$ cat src/hdl/pist_pkg.sv
// Package with shared types and constants of the pinned id table.
package pist_pkg;

  localparam int unsigned DefPinCapacity = 64;
  localparam int unsigned IdW            = 15;
  localparam int unsigned LevelW         = 8;
  localparam int unsigned CountOutW      = 7;
  localparam logic [IdW-1:0] MaxReservedId = 15'd2;

  typedef enum logic [1:0] {
    ST_OK     = 2'd0,
    ST_REJECT = 2'd1,
    ST_ABSENT = 2'd2,
    ST_FULL   = 2'd3
  } status_e;

  typedef enum logic [1:0] {
    S_IDLE,
    S_SEARCH,
    S_SHIFT,
    S_RESP
  } state_e;

  typedef struct packed {
    logic [CountOutW-1:0] pinned_count;
    status_e              status;
  } result_t;

endpackage

$ cat src/hdl/pinned_id_set_table.sv
// Pinned id table, one request in work at a time. A rejected request goes
// straight to the result; a pin or a miss walks the pinned ids, and an unpin
// also compacts the list behind the removed id. The walk reads the id RAM one
// entry a cycle. The result register lets a new request enter while a
// result waits. Reset clears the count and control; RAM needs no clearing pass.
module pinned_id_set_table #(
  parameter int unsigned PIN_CAPACITY = pist_pkg::DefPinCapacity
) (
  input  logic        clk_i,
  input  logic        rst_ni,
  input  logic        s_axis_tvalid_i,
  output logic        s_axis_tready_o,
  input  logic [23:0] s_axis_tdata_i,  // [14:0] process_id, [22:15] level, [23] zero
  output logic        m_axis_tvalid_o,
  input  logic        m_axis_tready_i,
  output logic [15:0] m_axis_tdata_o   // [1:0] status, [8:2] pinned_count, [15:9] zero
);

  logic              res_valid, res_ready;
  pist_pkg::result_t res;
  logic              out_valid_q;
  pist_pkg::result_t out_q;

  pist_ctrl #(
    .PIN_CAPACITY (PIN_CAPACITY)
  ) u_ctrl (
    .clk_i       (clk_i),
    .rst_ni      (rst_ni),
    .in_valid_i  (s_axis_tvalid_i),
    .in_ready_o  (s_axis_tready_o),
    .in_id_i     (s_axis_tdata_i[14:0]),
    .in_level_i  (s_axis_tdata_i[22:15]),
    .res_valid_o (res_valid),
    .res_ready_i (res_ready),
    .res_o       (res)
  );

  // Take a result when the output register is empty or being drained
  assign res_ready = !out_valid_q || m_axis_tready_i;

  always_ff @(posedge clk_i or negedge rst_ni) begin
    if (!rst_ni) begin
      out_valid_q <= 1'b0;
    end else if (res_ready) begin
      out_valid_q <= res_valid;
    end
  end

  always_ff @(posedge clk_i) begin
    if (res_ready && res_valid) begin
      out_q <= res;
    end
  end

  assign m_axis_tvalid_o = out_valid_q;
  assign m_axis_tdata_o  = {7'b0, out_q};

endmodule

$ cat src/hdl/pist_ram.sv
// Generic simple dual-port RAM with one write port and a registered read port.
module pist_ram #(
  parameter int unsigned Width = 8,
  parameter int unsigned Depth = 16,
  localparam int unsigned AddrW = (Depth > 1) ? $clog2(Depth) : 1
) (
  input  logic             clk_i,
  input  logic             we_i,
  input  logic [AddrW-1:0] waddr_i,
  input  logic [Width-1:0] wdata_i,
  input  logic             re_i,
  input  logic [AddrW-1:0] raddr_i,
  output logic [Width-1:0] rdata_o
);

  logic [Width-1:0] mem_q [Depth];
  logic [Width-1:0] rdata_q;

  // Write the addressed entry
  always_ff @(posedge clk_i) begin
    if (we_i) begin
      mem_q[waddr_i] <= wdata_i;
    end
  end

  // Register the read data
  always_ff @(posedge clk_i) begin
    if (re_i) begin
      rdata_q <= mem_q[raddr_i];
    end
  end

  assign rdata_o = rdata_q;

endmodule

$ cat src/hdl/pist_ctrl.sv
// Sequencer that searches, appends to and compacts the pinned id list in RAM.
module pist_ctrl #(
  parameter int unsigned PIN_CAPACITY = pist_pkg::DefPinCapacity
) (
  input  logic                             clk_i,
  input  logic                             rst_ni,
  input  logic                             in_valid_i,
  output logic                             in_ready_o,
  input  logic [pist_pkg::IdW-1:0]         in_id_i,
  input  logic signed [pist_pkg::LevelW-1:0] in_level_i,
  output logic                             res_valid_o,
  input  logic                             res_ready_i,
  output pist_pkg::result_t                res_o
);

  localparam int unsigned AddrW = (PIN_CAPACITY > 1) ? $clog2(PIN_CAPACITY) : 1;
  localparam int unsigned CntW  = $clog2(PIN_CAPACITY + 1);
  localparam logic [CntW-1:0] CapCnt = CntW'(PIN_CAPACITY);

  pist_pkg::state_e  state_q, state_d;
  pist_pkg::status_e status_q, status_d;
  logic [pist_pkg::IdW-1:0] id_q, id_d;
  logic             pin_q, pin_d;
  logic [CntW-1:0]  k_q, k_d;
  logic [CntW-1:0]  cnt_q, cnt_d;
  logic             rv_q, rv_d;
  logic [AddrW-1:0] kp_q, kp_d;
  logic [AddrW-1:0] wa_q, wa_d;

  logic             issue;
  logic             ram_we, ram_re;
  logic [AddrW-1:0] ram_waddr, ram_raddr;
  logic [pist_pkg::IdW-1:0] ram_wdata, ram_rdata;
  logic [CntW+pist_pkg::CountOutW-1:0] cnt_ext;

  pist_ram #(
    .Width (pist_pkg::IdW),
    .Depth (PIN_CAPACITY)
  ) u_ram (
    .clk_i   (clk_i),
    .we_i    (ram_we),
    .waddr_i (ram_waddr),
    .wdata_i (ram_wdata),
    .re_i    (ram_re),
    .raddr_i (ram_raddr),
    .rdata_o (ram_rdata)
  );

  // Hold control state
  always_ff @(posedge clk_i or negedge rst_ni) begin
    if (!rst_ni) begin
      state_q <= pist_pkg::S_IDLE;
      cnt_q   <= '0;
      rv_q    <= 1'b0;
    end else begin
      state_q <= state_d;
      cnt_q   <= cnt_d;
      rv_q    <= rv_d;
    end
  end

  // Hold the request and walk pointers
  always_ff @(posedge clk_i) begin
    status_q <= status_d;
    id_q     <= id_d;
    pin_q    <= pin_d;
    k_q      <= k_d;
    kp_q     <= kp_d;
    wa_q     <= wa_d;
  end

  assign issue = (k_q < cnt_q);

  // Next state, RAM accesses and result
  always_comb begin
    state_d     = state_q;
    status_d    = status_q;
    id_d        = id_q;
    pin_d       = pin_q;
    k_d         = k_q;
    cnt_d       = cnt_q;
    rv_d        = 1'b0;
    kp_d        = kp_q;
    wa_d        = wa_q;
    in_ready_o  = 1'b0;
    res_valid_o = 1'b0;
    ram_re      = 1'b0;
    ram_raddr   = k_q[AddrW-1:0];
    ram_we      = 1'b0;
    ram_waddr   = wa_q;
    ram_wdata   = ram_rdata;

    unique case (state_q)
      pist_pkg::S_IDLE: begin
        in_ready_o = 1'b1;
        if (in_valid_i) begin
          id_d  = in_id_i;
          pin_d = (in_level_i == '0);
          k_d   = '0;
          if ((in_id_i <= pist_pkg::MaxReservedId) || in_level_i[pist_pkg::LevelW-1]) begin
            status_d = pist_pkg::ST_REJECT;
            state_d  = pist_pkg::S_RESP;
          end else begin
            state_d = pist_pkg::S_SEARCH;
          end
        end
      end

      pist_pkg::S_SEARCH: begin
        // Stream reads over the valid entries, compare each in the cycle after its read
        ram_re = issue;
        rv_d   = issue;
        kp_d   = k_q[AddrW-1:0];
        if (issue) begin
          k_d = k_q + 1'b1;
        end
        if (rv_q && (ram_rdata == id_q)) begin
          rv_d = 1'b0;
          if (pin_q) begin
            status_d = pist_pkg::ST_OK;
            state_d  = pist_pkg::S_RESP;
          end else begin
            k_d     = CntW'(kp_q) + 1'b1;
            state_d = pist_pkg::S_SHIFT;
          end
        end else if (!issue && !rv_q) begin
          if (!pin_q) begin
            status_d = pist_pkg::ST_ABSENT;
          end else if (cnt_q >= CapCnt) begin
            status_d = pist_pkg::ST_FULL;
          end else begin
            // Append the id at the end of the list
            ram_we    = 1'b1;
            ram_waddr = cnt_q[AddrW-1:0];
            ram_wdata = id_q;
            cnt_d     = cnt_q + 1'b1;
            status_d  = pist_pkg::ST_OK;
          end
          state_d = pist_pkg::S_RESP;
        end
      end

      pist_pkg::S_SHIFT: begin
        // Read entry k, write it back one place lower in the next cycle
        ram_re = issue;
        rv_d   = issue;
        wa_d   = k_q[AddrW-1:0] - 1'b1;
        if (issue) begin
          k_d = k_q + 1'b1;
        end
        if (rv_q) begin
          ram_we = 1'b1;
        end
        if (!issue && !rv_q) begin
          cnt_d    = cnt_q - 1'b1;
          status_d = pist_pkg::ST_OK;
          state_d  = pist_pkg::S_RESP;
        end
      end

      pist_pkg::S_RESP: begin
        res_valid_o = 1'b1;
        if (res_ready_i) begin
          state_d = pist_pkg::S_IDLE;
        end
      end

      default: begin
        state_d = pist_pkg::S_IDLE;
      end
    endcase
  end

  // Report the count masked to the output width
  assign cnt_ext             = {{pist_pkg::CountOutW{1'b0}}, cnt_q};
  assign res_o.pinned_count  = cnt_ext[pist_pkg::CountOutW-1:0];
  assign res_o.status        = status_q;

endmodule

$ cat config.mk
export PLATFORM = sky130hd
export DESIGN_NAME = pinned_id_set_table
export DESIGN_NICKNAME = d
export VERILOG_FILES = /design/src/hdl/pist_pkg.sv /design/src/hdl/pinned_id_set_table.sv /design/src/hdl/pist_ram.sv /design/src/hdl/pist_ctrl.sv
export SDC_FILE = /design/constraint.sdc
export NUM_CORES = 1
export LEC_CHECK = 0
export ABC_AREA = 1
export BUFFER_PORTS_ARGS = -buffer_cell sky130_fd_sc_hd__buf_2
export CELL_PAD_IN_SITES_DETAIL_PLACEMENT = 1
export CELL_PAD_IN_SITES_GLOBAL_PLACEMENT = 1
export CORE_ASPECT_RATIO = 1.25
export CORE_UTILIZATION = 50
export CTS_BUF_LIST = sky130_fd_sc_hd__clkbuf_2 sky130_fd_sc_hd__clkbuf_4 sky130_fd_sc_hd__clkbuf_8
export CTS_CLUSTER_SIZE = 8
export DETAILED_ROUTE_END_ITERATION = 7
export GPL_ROUTABILITY_DRIVEN = 0
export PLACE_DENSITY_LB_ADDON = 0.1
export SYNTH_ARGS = -nofsm -noshare
export SYNTH_HDL_FRONTEND = slang
export SYNTH_SLANG_ARGS = --single-unit
export TNS_END_PERCENT = 10
$ cat constraint.sdc
create_clock -name clk_i -period 9.89 [get_ports clk_i]
set_input_delay 1.4835 -clock clk_i [delete_from_list [all_inputs] [get_ports clk_i]]
set_output_delay 1.4835 -clock clk_i [all_outputs]
set_load 0.02 [all_outputs]
==> summary by stage <==
GRT
After global routing the overflow that remains totals 0. Entering global routing, the biggest net connects 220 pins. The first global-routing pass estimated 184000 um of wire.

The initial antenna violation count is 2. The via count of the first global-routing pass was 29700. The global-route total usage across every layer is 29.6%.

Timing
The fraction of the cycle the final worst path needs is 48.8%. The final number of setup-violating endpoints is 0. The number of max-slew violations in the final report is 0. The largest clock skew in the final design is 0.0444 ns. Adding up every negative setup slack in the final design gives 0 ns. Setup repair after global routing left no endpoint under its margin. The fmax is 207 MHz. The worst pin sits at a relative slew slack of 25.1%. The final period demand of the worst path is 4.83 ns. At the pin with the least slew margin, the transition time is 1.12 ns. The final hold violation count is 0.

Hold timing on the final database bottoms out at a slack of 0.419 ns.

Drt
The count of nets left with antenna violations after detail routing is 0. The count of unresolved DRC violations after routing is 0. Wires add up to 126000 um.

In the final routed layout, each cell accounts on average for 26.8 um. The first-pass iteration count of the detailed router is 5. The initial DRC count is 2686.

The routed via count is 28400. The number of vias per cell is 6.06.

Logic synthesis
A synthesized cell averages 12.3 um^2. In the synthesized netlist, the cells that appear most often are edfxtp_1 (1021), nor2_1 (718), o21ai_0 (523). The cell with the most instances after synthesis is edfxtp_1. In this run the cell area of the synthesized design comes to 0.0421 mm^2.

After synthesis, the cell types taking the most area are edfxtp_1 (73%), nor2_1 (6.4%), o21ai_0 (6.2%). In the synthesized netlist, the number of instances is 3413. Yosys printed 0 warnings. The largest area contributor in the netlist is edfxtp_1. The count of distinct cell types in the synthesized netlist is 42. The synthesized design contains 1032 register bits. In the synthesized netlist the async set-or-reset flop fraction comes to 1.07%. For this run, the leading register cell type out of synthesis is edfxtp_1. The synthesized design contains 1021 enable-type register cells. The sequential fraction of the synthesis area is 73.5%. The fraction of post-synthesis cell area in the top cell type by area is 72.8%.

Place
The wire-length estimate of the detail-placed layout is 70200 um. The cell count after placement is 4416. The instance area after placement is 0.0437 mm^2. During placement, the flow inserted port buffers numbering 37.

Min path
The worst hold path belongs to the class reg2reg.

Cells and area
The sequential standard cell area is 0.0309 mm^2. The total area of multi-input combinational cells is 0.0102 mm^2. The share of post-route cells with drive strength above 1 is 11.8%.

The final net count is 3550. The area growth from synthesis to layout is 11.0%. Measured on the finished design, the core utilization comes to 56.2%. With fillers left out, the area of the finished cells amounts to 0.0467 mm^2. The filler-free cell count of the finished design is 4693. After filler insertion, the fill cell instance count of the layout stands at 8368.

Critical path
STA puts the critical path data required time at 10.34 ns. The capturing element type of the critical path is a flip-flop. The worst setup path is of the reg2reg kind. The highest fanout seen on the critical path is 125. The register-to-register setup slack is 5.06 ns. At the worst endpoint, the arrival time is 5.28 ns. STA classifies the critical path startpoint as a flip-flop.

Run status
The flow ran to the end, and the final reports show no timing, DRC or antenna violations.

Clock tree
TritonCTS built the clock tree. In this run, post-CTS repair resized a total of 0 instances. After clock tree synthesis, the clock-pin slew on the worst setup and hold paths is 0.06 ns. No sink is reached through more buffers than the 3 on the longest clock path.

The quantity of hold-fixing buffers added after cts is 0. CTS built an H-tree with a depth of 4. The root buffer selected by CTS is clkbuf_8. The post-CTS setup buffer count is 0. The count of clock tree sinks is 1032. Counting the buffers created by CTS gives 164.

The clock latency of the later-clocked register in the worst-skew pair is 0.86 ns.

Die
The die is 326 um tall. The width of the die is 262 um. The core region is 0.0831 mm^2.

The number of ports placed on the die boundary is 46. The floorplan step defined a die boundary enclosing 0.0854 mm^2. The standard-cell row count is 118.

The starting density of the core is 50.7%.

Power and ir drop
The power density over the cells is 322 mW/mm^2. Summed over all cells, the static leakage comes to 0.0157 uW. VDD sags by at most 265 uV.

Run
The total of max-cap violations is 0.
## state kept, by name, summed over array words and instances (netlist names)
name	flops
u_ctrl.u_ram.mem_q	960
u_ctrl.id_q	15
u_ctrl.u_ram.rdata_o	15
m_axis_tdata_o	9
u_ctrl.cnt_q	7
u_ctrl.k_q	7
u_ctrl.kp_q	6
u_ctrl.wa_q	6
u_ctrl.state_q	2
u_ctrl.status_q	2
m_axis_tvalid_o	1
u_ctrl.pin_q	1
u_ctrl.rv_q	1
## power by group
| group | internal, uW | total, uW | leakage [uW] | switching, uW |
|---|---|---|---|---|
| clock network | 1840 | 3470 | 0.00161 | 1630 |
| registers | 5980 | 6110 | 0.00936 | 132 |
| logic | 1160 | 5480 | 0.00469 | 4330 |
| total | 8980 | 15100 | 0.0157 | 6090 |
## critical path, cell delays in order, from the launching register on
cell and delay [ns]:
edfxtp_1 0.36, buf_4 0.34, inv_8 0.56, nand2_1 0.13, nand2_1 0.10, nand2_1 0.05, nand2_1 0.10, nand2_4 0.16
nand4_2 0.11, buf_4 0.46, nor2_1 0.08, nor2_1 0.48, nand3_1 0.54, nor2_2 0.86
## layer usage
| layer | vias up | wire (um) | track usage [%] |
|---|---|---|---|
| met5 | - | 0 | 0 |
| met4 | 0 | 5210 | 13.6 |
| met1 | 14700 | 50700 | 38.0 |
| met3 | 242 | 6430 | 3.91 |
| li1 | 12600 | - | - |
| met2 | 935 | 63300 | 49.9 |
## cell usage in the layout (no fill, tap or decap), drive strengths merged, types with 2 or more instances in the layout
cell,synthesis,final
nor3,4,4
nand3b,2,2
and2,2,2
edfxtp,1021,1021
a21boi,2,2
nor2,721,721
ha,19,19
buf,86,132
nand3,168,168
diode,0,3
nor4,2,2
clkbuf,129,232
conb,1,7
dfrtp,11,11
o22ai,118,118
clkinvlp,0,4
o21ai,530,530
xor2,15,15
xnor2,7,7
nand4,10,10
nand2,300,300
o211ai,120,120
clkinv,4,35
a21oi,57,57
inv,76,82
## cell families after synthesis
logic type | synth area share [%]
adders and majority gates | 0.612
and+or+nand+nor | 11.6
AOI/OAI and AO/OA | 11.0
other | 0.00891
DFF | 73.5
xor gates and xnor gates | 0.458
buffers and inverters | 2.91
## final cells by class
class                           instances  area share (%)
Inverter                               80           0.661
Tap cell                             1080            2.89
Timing Repair Buffer                  132            2.03
Antenna cell                            3          0.0161
Multi-Input combinational cell       2092            21.7
Sequential cell                      1032            66.2
Clock buffer                          232            6.01
Clock inverter                         42           0.495
## worst paths after layout
check | cells past startpoint | endpoint | startpoint
worst max-delay path | 13 | u_ctrl.u_ram.mem_q[18][3] | u_ctrl.k_q[0]
worst min-delay path | 0 | m_axis_tdata_o[0] | u_ctrl.status_q[0]
worst max register to register | 13 | u_ctrl.u_ram.mem_q[18][3] | u_ctrl.k_q[0]
worst min register to register | 0 | m_axis_tdata_o[0] | u_ctrl.status_q[0]
max in group asynchronous | 1 | u_ctrl.cnt_q[1] | rst_ni
min in group asynchronous | 1 | u_ctrl.cnt_q[6] | rst_ni
## stage by stage
step	setup slack (ns)	power (uW)
after global routing	4.78	15700
after global placement	5.14	11300
after CTS	4.97	15100
final	5.06	15100
after detailed placement	5.05	11600
after floorplan	5.02	9360
Note: power is estimated with default switching activity, not from simulation.
